===== src/rtl/core/cds_pkg.sv =====
package cds_pkg;

   localparam int MAX_ENTRIES_DEF = 32;
   localparam int CYL_BITS_DEF    = 16;

   typedef enum logic [0:0] {
      ACT_LOAD = 1'b0,
      ACT_RUN  = 1'b1
   } action_type;

   typedef enum logic [0:0] {
      CSR_HEAD = 1'b0,
      CSR_DIR  = 1'b1
   } csr_index_type;

endpackage


===== src/rtl/core/cds_ram.sv =====
module cds_ram #(
   parameter int WIDTH = 16,
   parameter int DEPTH = 32
) (
   input  logic                     clock,
   input  logic                     wr_en,
   input  logic [$clog2(DEPTH)-1:0] wr_addr,
   input  logic [WIDTH-1:0]         wr_data,
   input  logic [$clog2(DEPTH)-1:0] rd_addr,
   output logic [WIDTH-1:0]         rd_data
);

   logic [WIDTH-1:0] mem [DEPTH];

   always_ff @(posedge clock) begin
      if (wr_en) begin
         mem[wr_addr] <= wr_data;
      end
      rd_data <= mem[rd_addr];
   end

endmodule


===== src/rtl/core/clook_disk_scheduler.sv =====
// load: written at once into an empty store, else larger entries shift up one ram entry per cycle
// run: scan for the head slot, then one result per cycle for N results,
//   each result registered from its ram read data; an empty run gives its single result next cycle
// a load or run is taken only while busy is low; results cannot be stalled
// synchronous reset clears entry count, overflow flag, config and control; the request ram
//   is not cleared, entries above the count are never read
module clook_disk_scheduler #(
   parameter int MAX_ENTRIES = cds_pkg::MAX_ENTRIES_DEF,
   parameter int CYL_BITS    = cds_pkg::CYL_BITS_DEF
) (
   input  logic                  clock,
   input  logic                  reset,
   input  logic                  start,
   input  cds_pkg::action_type   req_action,
   input  logic [CYL_BITS-1:0]   req_cylinder,
   output logic                  busy,
   output logic                  rsp_valid,
   output logic                  rsp_move_valid,
   output logic [CYL_BITS-1:0]   rsp_from_cylinder,
   output logic [CYL_BITS-1:0]   rsp_to_cylinder,
   output logic                  rsp_is_jump,
   output logic [CYL_BITS:0]     rsp_total_movement,
   output logic                  rsp_dropped,
   output logic                  rsp_is_last,
   input  logic                  csr_valid,
   output logic                  csr_ready,
   input  cds_pkg::csr_index_type csr_index,
   input  logic [CYL_BITS-1:0]   csr_data
);

   import cds_pkg::*;

   localparam int ADDR_W = $clog2(MAX_ENTRIES);
   localparam int TOT_W  = CYL_BITS + 1;
   localparam logic [ADDR_W-1:0] FULL_COUNT = ADDR_W'(MAX_ENTRIES - 1);

   typedef enum logic [2:0] {
      S_IDLE,
      S_INS,
      S_INS0,
      S_SCAN,
      S_EMIT
   } state_type;

   state_type state_ff, state_in;
   logic [ADDR_W-1:0] count_ff, count_in;
   logic ovf_ff, ovf_in;
   logic [CYL_BITS-1:0] cyl_ff, cyl_in;
   logic [ADDR_W-1:0] p_ff, p_in;
   logic [ADDR_W-1:0] pos_ff, pos_in;
   logic [ADDR_W-1:0] left_ff, left_in;
   logic [CYL_BITS-1:0] prev_ff, prev_in;
   logic [TOT_W-1:0] acc_ff, acc_in;
   logic [CYL_BITS-1:0] head_ff, head_in;
   logic dir_ff, dir_in;

   logic rsp_valid_ff, rsp_valid_in;
   logic rsp_move_valid_ff, rsp_move_valid_in;
   logic [CYL_BITS-1:0] rsp_from_ff, rsp_from_in;
   logic [CYL_BITS-1:0] rsp_to_ff, rsp_to_in;
   logic rsp_jump_ff, rsp_jump_in;
   logic [TOT_W-1:0] rsp_total_ff, rsp_total_in;
   logic rsp_dropped_ff, rsp_dropped_in;
   logic rsp_last_ff, rsp_last_in;

   logic wr_en;
   logic [ADDR_W-1:0] wr_addr;
   logic [CYL_BITS-1:0] wr_data;
   logic [ADDR_W-1:0] rd_addr;
   logic [CYL_BITS-1:0] rd_data;

   logic [ADDR_W-1:0] count_m1;
   logic [ADDR_W-1:0] p_m1;
   logic [ADDR_W-1:0] scan_pos;
   logic [ADDR_W-1:0] first_addr;
   logic [ADDR_W-1:0] next_addr;
   logic [CYL_BITS-1:0] move_dist;
   logic jump;
   logic [TOT_W-1:0] acc_next;

   cds_ram #(
      .WIDTH (CYL_BITS),
      .DEPTH (MAX_ENTRIES)
   ) u_store (
      .clock   (clock),
      .wr_en   (wr_en),
      .wr_addr (wr_addr),
      .wr_data (wr_data),
      .rd_addr (rd_addr),
      .rd_data (rd_data)
   );

   // address walk and move arithmetic
   always_comb begin
      count_m1 = count_ff - 1'b1;
      p_m1     = p_ff - 1'b1;
      scan_pos = (rd_data >= head_ff) ? p_ff : count_ff;
      if (dir_ff) begin
         first_addr = (scan_pos == count_ff) ? '0 : scan_pos;
         next_addr  = (p_ff == count_m1) ? '0 : p_ff + 1'b1;
         move_dist  = rd_data - prev_ff;
         jump       = (p_ff == '0) && (pos_ff != '0);
      end else begin
         first_addr = (scan_pos == '0) ? count_m1 : scan_pos - 1'b1;
         next_addr  = (p_ff == '0) ? count_m1 : p_m1;
         move_dist  = prev_ff - rd_data;
         jump       = (p_ff == count_m1) && (pos_ff != count_ff);
      end
      acc_next = acc_ff + (jump ? '0 : TOT_W'(move_dist));
   end

   always_comb begin
      state_in          = state_ff;
      count_in          = count_ff;
      ovf_in            = ovf_ff;
      cyl_in            = cyl_ff;
      p_in              = p_ff;
      pos_in            = pos_ff;
      left_in           = left_ff;
      prev_in           = prev_ff;
      acc_in            = acc_ff;
      head_in           = head_ff;
      dir_in            = dir_ff;
      rsp_valid_in      = 1'b0;
      rsp_move_valid_in = rsp_move_valid_ff;
      rsp_from_in       = rsp_from_ff;
      rsp_to_in         = rsp_to_ff;
      rsp_jump_in       = rsp_jump_ff;
      rsp_total_in      = rsp_total_ff;
      rsp_dropped_in    = rsp_dropped_ff;
      rsp_last_in       = rsp_last_ff;
      wr_en             = 1'b0;
      wr_addr           = p_ff;
      wr_data           = cyl_ff;
      rd_addr           = '0;

      if (csr_valid) begin
         case (csr_index)
            CSR_HEAD: head_in = csr_data;
            CSR_DIR:  dir_in  = csr_data[0];
            default:  ;
         endcase
      end

      case (state_ff)
         S_IDLE: begin
            if (start) begin
               if (req_action == ACT_LOAD) begin
                  if (count_ff >= FULL_COUNT) begin
                     ovf_in = 1'b1;
                  end else if (count_ff == '0) begin
                     wr_en    = 1'b1;
                     wr_addr  = '0;
                     wr_data  = req_cylinder;
                     count_in = count_ff + 1'b1;
                  end else begin
                     cyl_in   = req_cylinder;
                     rd_addr  = count_m1;
                     p_in     = count_ff;
                     state_in = S_INS;
                  end
               end else if (count_ff == '0) begin
                  // empty schedule
                  rsp_valid_in      = 1'b1;
                  rsp_move_valid_in = 1'b0;
                  rsp_from_in       = head_ff;
                  rsp_to_in         = head_ff;
                  rsp_jump_in       = 1'b0;
                  rsp_total_in      = '0;
                  rsp_dropped_in    = ovf_ff;
                  rsp_last_in       = 1'b1;
                  ovf_in            = 1'b0;
               end else begin
                  rd_addr  = '0;
                  p_in     = '0;
                  state_in = S_SCAN;
               end
            end
         end
         S_INS: begin
            // rd_data holds entry p-1
            if (rd_data > cyl_ff) begin
               wr_en   = 1'b1;
               wr_addr = p_ff;
               wr_data = rd_data;
               if (p_ff == ADDR_W'(1)) begin
                  state_in = S_INS0;
               end else begin
                  rd_addr = p_m1 - 1'b1;
                  p_in    = p_m1;
               end
            end else begin
               wr_en    = 1'b1;
               wr_addr  = p_ff;
               count_in = count_ff + 1'b1;
               state_in = S_IDLE;
            end
         end
         S_INS0: begin
            wr_en    = 1'b1;
            wr_addr  = '0;
            count_in = count_ff + 1'b1;
            state_in = S_IDLE;
         end
         S_SCAN: begin
            // head sorts ahead of equal requests
            if ((rd_data >= head_ff) || (p_ff == count_m1)) begin
               pos_in   = scan_pos;
               p_in     = first_addr;
               rd_addr  = first_addr;
               left_in  = count_ff;
               prev_in  = head_ff;
               acc_in   = '0;
               state_in = S_EMIT;
            end else begin
               p_in    = p_ff + 1'b1;
               rd_addr = p_ff + 1'b1;
            end
         end
         S_EMIT: begin
            rsp_valid_in      = 1'b1;
            rsp_move_valid_in = 1'b1;
            rsp_from_in       = prev_ff;
            rsp_to_in         = rd_data;
            rsp_jump_in       = jump;
            rsp_dropped_in    = ovf_ff;
            prev_in           = rd_data;
            acc_in            = acc_next;
            left_in           = left_ff - 1'b1;
            if (left_ff == ADDR_W'(1)) begin
               rsp_last_in  = 1'b1;
               rsp_total_in = acc_next;
               count_in     = '0;
               ovf_in       = 1'b0;
               state_in     = S_IDLE;
            end else begin
               rsp_last_in  = 1'b0;
               rsp_total_in = '0;
               p_in         = next_addr;
               rd_addr      = next_addr;
            end
         end
         default: begin
            state_in = S_IDLE;
         end
      endcase
   end

   always_ff @(posedge clock) begin
      if (reset) begin
         state_ff     <= S_IDLE;
         count_ff     <= '0;
         ovf_ff       <= 1'b0;
         head_ff      <= '0;
         dir_ff       <= 1'b0;
         rsp_valid_ff <= 1'b0;
      end else begin
         state_ff     <= state_in;
         count_ff     <= count_in;
         ovf_ff       <= ovf_in;
         head_ff      <= head_in;
         dir_ff       <= dir_in;
         rsp_valid_ff <= rsp_valid_in;
      end
      cyl_ff            <= cyl_in;
      p_ff              <= p_in;
      pos_ff            <= pos_in;
      left_ff           <= left_in;
      prev_ff           <= prev_in;
      acc_ff            <= acc_in;
      rsp_move_valid_ff <= rsp_move_valid_in;
      rsp_from_ff       <= rsp_from_in;
      rsp_to_ff         <= rsp_to_in;
      rsp_jump_ff       <= rsp_jump_in;
      rsp_total_ff      <= rsp_total_in;
      rsp_dropped_ff    <= rsp_dropped_in;
      rsp_last_ff       <= rsp_last_in;
   end

   assign busy               = (state_ff != S_IDLE);
   assign csr_ready          = 1'b1;
   assign rsp_valid          = rsp_valid_ff;
   assign rsp_move_valid     = rsp_move_valid_ff;
   assign rsp_from_cylinder  = rsp_from_ff;
   assign rsp_to_cylinder    = rsp_to_ff;
   assign rsp_is_jump        = rsp_jump_ff;
   assign rsp_total_movement = rsp_total_ff;
   assign rsp_dropped        = rsp_dropped_ff;
   assign rsp_is_last        = rsp_last_ff;

endmodule


===== config.mk =====
export PLATFORM = sky130hd
export DESIGN_NAME = clook_disk_scheduler
export DESIGN_NICKNAME = d
export VERILOG_FILES = /design/src/rtl/core/cds_pkg.sv /design/src/rtl/core/cds_ram.sv /design/src/rtl/core/clook_disk_scheduler.sv
export SDC_FILE = /design/constraint.sdc
export NUM_CORES = 1
export LEC_CHECK = 0
export ABC_AREA = 1
export CORE_ASPECT_RATIO = 1.4
export CORE_UTILIZATION = 40
export DETAILED_ROUTE_END_ITERATION = 7
export DONT_BUFFER_PORTS = 1
export PLACE_DENSITY = 0.52
export SLEW_MARGIN = 30
export SYNTH_ARGS = -nofsm -noshare
export SYNTH_HDL_FRONTEND = slang
export SYNTH_SLANG_ARGS = --single-unit
export TNS_END_PERCENT = 100

===== constraint.sdc =====
create_clock -name clock -period 8.1 [get_ports clock]
set_input_delay 2.025 -clock clock [delete_from_list [all_inputs] [get_ports clock]]
set_output_delay 2.025 -clock clock [all_outputs]
set_load 0.05 [all_outputs]

* After elaboration in Yosys (flattened, before gate mapping)
Memories as Yosys holds them, arrays and structs flattened. A register that Yosys moved wholly into a read port is not among the register bits. Index checks and enable logic that the tools add are counted.
Word-level totals: flip-flop bits (word level) 144, bits in writable memories 512, bits of input ports 38, output and inout bits 56, logic and storage cells 187, memories kept 1
Cells by class: add/sub/neg operators 10, order comparisons 3, eq/ne operators 25, muxes and demuxes 101, bitwise logic cells 4, reduce and logical (&&, ||, !) cells 24
Memories:
- u_store.mem | words 32, bits a word 16, read ports 1, clocked after memory_dff 1, write ports 1, RTL line cds_ram.sv:13 | logic [WIDTH-1:0] mem [DEPTH];
Operator list (count):
- 16-bit 2-to-1 mux | 11
- 5-bit 2-to-1 mux | 34
- 16-bit case mux with 2 select lines | 4
- 17-bit 2-to-1 mux | 5
- 17-bit case mux with 2 select lines | 2
- 5-bit case mux with 4 select lines | 3
- 16-bit subtractor | 2
- 3-bit 2-to-1 mux | 9
- 5-bit by 1-bit subtractor with 5-bit output (second input constant) | 5
- 2-bit inequality test (second input constant) | 12
- 1-bit 2-to-1 mux | 23
- 5-bit case mux with 2 select lines | 2
- 17-bit by 16-bit adder with 17-bit output | 1
- 16-bit >= comparator | 1
- 16-bit greater-than comparator | 1
- 5-bit logical NOT | 3
- 1-bit case mux with 2 select lines | 7
- 7-bit AND reduction | 2
- 3-bit inequality test (second input constant) | 4
- 3-bit case mux with 4 select lines | 1
- 5-bit by 1-bit adder with 5-bit output (second input constant) | 2
- 5-bit by 1-bit == test with 1-bit output (second input constant) | 2
- 5-bit == test | 2
- 5-bit AND reduction | 2
- 17 further kinds | 27

* Logic depth before layout (Yosys ltp)
Gate-level depths: netlist of run 1.
depth after elaboration 8, mapped depth 32, gate-level depth less buffers 30

* Cells and area by module
Synthesis of run 1 repeated with hierarchy kept, for this count alone.
Unflattened totals: cells, all modules 2991, area, all modules 31187.4 µm²
Modules (own cells, without submodules):
- cds_ram | instances 1, cells an instance 1794, area each 21301.7 µm², seq. area each 15695.1 µm²
- clook_disk_scheduler | instances 1, cells an instance 1197, area each 9885.7 µm², seq. area each 4053.9 µm²

* Worst setup path before layout of run 1
No wires, ideal clock.
kind input port to flip-flop, from input port req_action, to register rsp_dropped_ff, in the netlist rsp_dropped (enable), setup time 0.483 ns, arrival 5.006 ns, slack 2.611 ns, stages 4, path buffers 0, path through clkinv_1 -> nor2_1 -> inv_1 -> a21oi_1
On the way: word-level cells in the longest chain between the ends 2
RTL lines:
- start: declaration | RTL line clook_disk_scheduler.sv:14 | input cds_pkg::action_type req_action,
- 2-bit inequality test (no source line)
- 4-bit AND reduction (no source line)
- end signal: assignment | RTL line clook_disk_scheduler.sv:276 | rsp_dropped_ff <= rsp_dropped_in;
- end: declaration | RTL line clook_disk_scheduler.sv:63 | logic rsp_dropped_ff, rsp_dropped_in;
No other way between the ends. A chain may end at the register's enable or synchronous reset.

* Worst setup path in the final report of run 1
from register u_store.rd_data[7] (read register of u_store.mem), to register u_store.rd_data[11] (read register of u_store.mem)
On the way: word-level cells in the longest chain between the ends 7, elaborated cells between the ends (all ways) 13, those cells by class add/sub (1); order compare (2); eq/ne (1); mux (7); reduce/logical (2)
RTL lines:
- start: declaration | RTL line cds_ram.sv:10 | output logic [WIDTH-1:0] rd_data
- 16-bit >= comparator * | RTL line clook_disk_scheduler.sv:97 | scan_pos = (rd_data >= head_ff) ? p_ff : count_ff;
- 5-bit 2-to-1 mux * | RTL line clook_disk_scheduler.sv:97
- via scan_pos[0] | RTL line clook_disk_scheduler.sv:74 | logic [ADDR_W-1:0] scan_pos;
- 5-bit by 1-bit subtractor with 5-bit output (tied with other cells) | RTL line clook_disk_scheduler.sv:104 | first_addr = (scan_pos == '0) ? count_m1 : scan_pos - 1'b1;
- 5-bit 2-to-1 mux, on equally long branches | RTL line clook_disk_scheduler.sv:104, clook_disk_scheduler.sv:99
- 5-bit 2-to-1 mux * | RTL line clook_disk_scheduler.sv:98 | if (dir_ff) begin
- 5-bit 2-to-1 mux * | RTL line clook_disk_scheduler.sv:207 | if ((rd_data >= head_ff) || (p_ff == count_m1)) begin
- 5-bit case mux with 4 select lines * | RTL line clook_disk_scheduler.sv:145 | case (state_ff)
The timed path passes the listed nets; every way through them passes the cells marked *.

==> results of run 1 <==
[state kept, by name (all words and copies together) (netlist names), 16 cells and up]
| signal | count |
|---|---|
| u_store.rd_data | 16 |
| u_store.mem | 512 |
| rsp_to_cylinder | 16 |
| head_ff | 16 |
| rsp_from_cylinder | 16 |
| cyl_ff | 16 |
| rsp_total_movement | 17 |
| acc_ff | 17 |
| prev_ff | 16 |
[logic make-up (layout without fill, tap and decap cells)]
group / Yosys count / after routing
buf+inv: 894 / 901
xor+xnor: 30 / 30
fa+ha+maj: 92 / 92
other cells: 1 / 1
simple gates: 1511 / 1511
flops: 672 / 672
mux: 3 / 3
compound gates: 253 / 253
[worst min-delay path by stage]
stage | endpoint | slack, ns | cells past startpoint | start
2_1_floorplan | rsp_dropped | 0.40 | 0 | ovf_ff
3_3_place_gp | rsp_dropped | 0.41 | 0 | ovf_ff
3_5_place_dp | rsp_dropped | 0.43 | 0 | ovf_ff
4_1_cts | rsp_dropped | 0.45 | 0 | ovf_ff
5_1_grt | rsp_dropped | 0.45 | 0 | ovf_ff
6_report | rsp_dropped | 0.45 | 0 | ovf_ff
[power by group through the flow]
stage          clock (mW)  combinational (mW)  sequential (mW)
2_1_floorplan           0                4.06             5.31
3_3_place_gp            0                6.22             5.42
3_5_place_dp            0                6.29             5.43
4_1_cts              3.50                6.32             5.36
5_1_grt              3.62                6.93             5.38
6_report             3.44                6.32             5.36
[metal layers]
layer / routed length, µm / up-vias
met4: 4510 / 0
met1: 39200 / 12126
met2: 52900 / 934
li1: - / 11627
met5: 0 / -
met3: 6200 / 181
[area by class of cell]
| cell class | count | area (µm²) | area share |
|---|---|---|---|
| clock buffer | 92 | 1950 | 0.0526 |
| clock inverter | 34 | 487 | 0.0131 |
| tap | 1071 | 1340 | 0.0362 |
| sequential | 672 | 19700 | 0.533 |
| timing repair buffer | 76 | 664 | 0.0179 |
| inverter | 699 | 2630 | 0.0709 |
| multi-input combinational | 1890 | 10200 | 0.276 |
[layout by cell type (no fill, tap or decap), types with 4 or more instances in the layout]
master	count
inv_1	683
edfxtp_1	629
nand2_1	542
nand3_1	510
nand4_1	262
nor2_1	134
a21oi_1	93
ha_1	89
o21ai_0	84
clkbuf_16	73
buf_4	69
dfxtp_1	43
xor2_1	21
nor3_1	18
clkbuf_1	14
inv_2	12
nor4_1	12
bufinv_16	11
clkinv_2	10
o211ai_1	9
clkinv_1	8
o221ai_2	8
xnor2_1	7
nand2_2	7
o22ai_1	6
nor2_2	6
o21ai_1	6
a21oi_2	6
a2111oi_0	5
clkbuf_8	5
a31oi_1	4
a211oi_1	4
buf_12	4
==> qor.yml, run 1 <==
run_status:
  status: "finished, final reports clean"
yosys:
  synth_top_family_by_area: "simple AND/OR/NAND/NOR gates"
  ys_top_cells_by_area: "edfxtp_1 (57%), inv_1 (7.7%), nand3_1 (7.7%)"
  ys.flop_type: "edfxtp_1"
  netlist_area_um2: 33400
  synth_nets: 3586
  synthAdderAreaFrac: 0.0352
  syn_avg_cell_area_um2: 9.65
  synth-xor-area-share: 0.00833
  synth_top_area_cell: "edfxtp_1"
  synth_cell_types: 59
  synthMuxAreaShare: 0.000900
  async_flop_share: 0
  synth_warnings: 0
  yosysMostFrequentCell: "inv_1"
  synth_seq_cells: 672
  synth_top_area_share: 0.566
  synth_compound_area_frac: 0.0435
  synth_edf_count: 629
  yosysSeqAreaShare: 0.592
  synth_cells: 3456
  synth-simple-area-share: 0.214
  ys_top_cells_by_count: "inv_1 (684), edfxtp_1 (629), nand2_1 (544), nand3_1 (511), nand4_1 (262)"
routing:
  routedWlPerCell_um: 22.7
  drc: 0
  drt-total-wl_mm: 103
  drt-pass1-iter-count: 6
  via_count: 24868
  vias_per_cell: 5.48
  ant_nets: 0
  drt_iter0_markers: 2277
pwr:
  p_int_mw: 8.58
  power_density_nw_per_um2: 408
  finalPower_mw: 15.1
  p_comb_frac: 0.418
  power.switching_mw: 6.54
  irDropWorstVdd_v: 0.000244
  switching_share: 0.432
  leakagePower_nw: 15.6
  sequentialPowerShare: 0.354
  clkPwrFrac: 0.227
timing:
  rsz0062_at_grt: "no"
  worst_pin_slew_ns: 1.06
  relSlewSlack: 0.291
  drv_slew: 0
  fin_ws_ns: 2.38
  tns_ns: 0
  setup_violations: 0
  timing_hold_violations_final: 0
  finalCritPeriodShare: 0.706
  hold_slack_ns: 0.452
  fmax_ghz: 0.175
  finClkSkew_ns: 0.0249
  period_needed_ns: 5.72
placed_design:
  hpwl_mm: 64.4
  post_dp_cell_area_um2: 34600
  port_buffers: 0
  gp_congestion: 0.956
  place_ws_ns: 2.39
  placed_cells: 4407
critical_path:
  reg2reg_from: "u_store.rd_data[7]"
  slowest_delay_ns: 0.68
  slowest_stage: "buf_4"
  cp.depth: 28
  end_kind: "register"
  r2r_cells: 28
  critPathTopFamily: "simple AND/OR/NAND/NOR gates"
  worstSetupPathType: "reg -> reg"
  worstPathMaxFanout: 52
  r2r_end: "u_store.rd_data[11]"
  crit_top_cell: "nand2_1"
  cp_num_buf_inv: 6
  rrSetupSlack_ns: 2.38
  critPathRequiredTime_ns: 8.60
  startpoint_type: "register"
  crit_start: "u_store.rd_data[7]"
  critPathArrivalTime_ns: 6.22
  crit_end: "u_store.rd_data[11]"
finish:
  antenna_cells: 0
  fin_area_um2: 37000
  areaGrowthSynthToFinish_pct: 11.0
  drive_above_1_share: 0.0702
  stdcell_count: 4534
  n_fill_cell: 7676
  final_net_count: 3538
  final_core_util: 0.451
floorplan:
  die_y_um: 344
  rows: 124
  io_pins: 94
  core_area_um2: 82100
  die_w_um: 246
  die_area_um2: 84600
  initial_core_util: 0.406
grt:
  grt-ovfl-total: 0
  use_met2: 0.434
  first_global_vias: 24287
  gr-usage-met1: 0.288
  met3_usage: 0.0320
  grt.total_usage: 0.244
  grt_busiest_layer: "met2"
  antenna_found_initial: 0
  grt_max_degree: 182
  grt_pass1_wl_mm: 154
clocking:
  ctsLongestPathBuffers: 3
  cts-root-buf: "clkbuf_16"
  hold_buffers: 0
  cts_tree: "yes"
  post_cts.repair.setup_buffers: 0
  htreeDepth: 3
  cts_buffers: 69
  cts.clk_slew.worst_paths_ns: 0.07
  ctsResizeCount: 0
  insertion_delay_ns: 0.64
  clock_sinks: 672
hold_path:
  worstHoldPathType: "reg -> reg"
run:
  maxCapViolations: 0
Power figures use the tool's default switching activity.
==> inputs of run 2 (changes only) <==
--- a/config.mk
+++ b/config.mk
@@ -10,7 +10,7 @@
 export CORE_UTILIZATION = 40
 export DETAILED_ROUTE_END_ITERATION = 7
 export DONT_BUFFER_PORTS = 1
-export PLACE_DENSITY = 0.52
+export PLACE_DENSITY = 0.54
 export SLEW_MARGIN = 30
 export SYNTH_ARGS = -nofsm -noshare
 export SYNTH_HDL_FRONTEND = slang
==> constraint.sdc (replaced) <==
create_clock -name clock -period 4.7 [get_ports clock]
set_input_delay 1.175 -clock clock [delete_from_list [all_inputs] [get_ports clock]]
set_output_delay 1.175 -clock clock [all_outputs]
set_load 0.05 [all_outputs]
==> qor.yml, run 2 (synthesis results as in run 1) <==
placed_design:
  placed_cells: 4467
  gp_congestion: 0.977
  port_buffers: 0
  hpwl_mm: 62.2
  post_dp_cell_area_um2: 35200
finish:
  regMostFlops: "u_store.mem"
  final_common_cell: "inv_1"
  drive_above_1_share: 0.0866
  stdcell_count: 4594
  final_core_util: 0.457
  fin_area_um2: 37500
  layout_common_cells: "inv_1 (682), edfxtp_1 (629), nand2_1 (542), nand3_1 (510), nand4_1 (262)"
  final_net_count: 3598
  largest_reg_flops: 512
  antenna_cells: 0
  areaGrowthSynthToFinish_pct: 12.5
clocking:
  cts-root-buf: "clkbuf_16"
  cts_buffers: 69
  hold_buffers: 0
  insertion_delay_ns: 0.64
  htreeDepth: 3
  cts.clk_slew.worst_paths_ns: 0.06
  ctsLongestPathBuffers: 3
  clock_sinks: 672
  cts_tree: "yes"
timing:
  period_needed_ns: 4.45
  relSlewSlack: 0.371
  tns_ns: 0
  fmax_ghz: 0.225
  hold_slack_ns: 0.455
  setup_violations: 0
  drv_slew: 0
  worst_pin_slew_ns: 0.942
  finClkSkew_ns: 0.0294
  timing_hold_violations_final: 0
  rsz0062_at_grt: "no"
  finalCritPeriodShare: 0.947
critical_path:
  worstSetupPathType: "reg -> reg"
  slowest_stage: "dfxtp_1"
  reg2reg_from: "u_store.rd_data[4]"
  r2r_cells: 27
  crit_top_cell: "nand2_1"
  end_kind: "register"
  r2r_end: "u_store.rd_data[11]"
  critPathTopFamily: "simple AND/OR/NAND/NOR gates"
  critPathArrivalTime_ns: 4.97
  slowest_delay_ns: 0.49
  critPathRequiredTime_ns: 5.21
  startpoint_type: "register"
  worstPathMaxFanout: 27
  rrSetupSlack_ns: 0.25
  cp_num_buf_inv: 4
hold_path:
  hp-start: "ovf_ff"
  worstHoldPathType: "reg -> reg"
  holdPathStages: 0
  whs_endpoint: "rsp_dropped"
grt:
  grt_pass1_wl_mm: 149
  grt.total_usage: 0.235
  antenna_found_initial: 0
  grt_max_degree: 119
  grt-ovfl-total: 0
  first_global_vias: 23822
routing:
  via_count: 24651
  ant_nets: 0
  drc: 0
  drt-total-wl_mm: 99.0
  routedWlPerCell_um: 21.6
  drt-pass1-iter-count: 7
  vias_per_cell: 5.37
  drt_iter0_markers: 1983
run:
  maxCapViolations: 0
floorplan:
  io_pins: 94
  die_w_um: 246
  initial_core_util: 0.406
  die_y_um: 344
  core_area_um2: 82100
  rows: 124
  die_area_um2: 84600
pwr:
  leakagePower_nw: 15.8
  irDropWorstVdd_v: 0.000418
  power_density_nw_per_um2: 701
run_status:
  status: "finished, final reports clean"
run 2: cell types whose count changed in the layout (fill, tap and decap cells not counted), sizes merged:
cell	delta
buf	+60
bufinv	-4
clkbuf	+3
clkinvlp	-2
inv	+2
clkinv	+1
run 2: power by group:
group	total (mW)	internal, mW	switching (mW)
Sequential	9.07	8.31	0.761
Combinational	11.7	3.48	8.21
Clock	5.54	3.20	2.34
run 2: worst max path at each step:
stage | start | to | slack, ns | depth (start not counted)
after global placement | prev_ff[0] | acc_ff[15] | 0.09 | 24
after CTS | prev_ff[0] | acc_ff[15] | 0.0007 | 24
final | u_store.rd_data[4] | u_store.rd_data[11] | 0.25 | 27
after global routing | u_store.rd_data[4] | u_store.rd_data[12] | 0.008 | 27
after floorplan | req_action | rsp_dropped | 0.06 | 4
after detailed placement | prev_ff[0] | acc_ff[15] | 0.03 | 24
run 2: timing repair:
action	4_1_cts	5_1_grt
buffers inserted	0	1
setup endpoints to repair	0	23
gates resized for setup	0	10
run 2: layout make-up:
cell class	count	area, µm²
flip-flops and latches	672	19700
multi-input cells	1890	10300
inverters	699	2620
repair buffers	136	1300
fillers	7753	44600
clock inverters	31	349
clock buffers	95	1880
well taps	1071	1340
run 2: routing by layer:
metal / GRT usage / part of all wire / vias to the layer above
met2: 0.419 / 0.52 / 786
met5: 0 / 0 / -
met3: 0.0282 / 0.052 / 166
met4: 0.101 / 0.038 / 0
li1: - / - / 11746
met1: 0.285 / 0.40 / 11953
run 2: per-stage QoR:
stage / setup WS [ns] / power (mW)
5_1_grt: 0.00792 / 27.8
6_report: 0.248 / 26.3
4_1_cts: 0.000724 / 26.4
2_1_floorplan: 0.0607 / 16.1
3_5_place_dp: 0.0277 / 20.8
3_3_place_gp: 0.0864 / 20.8
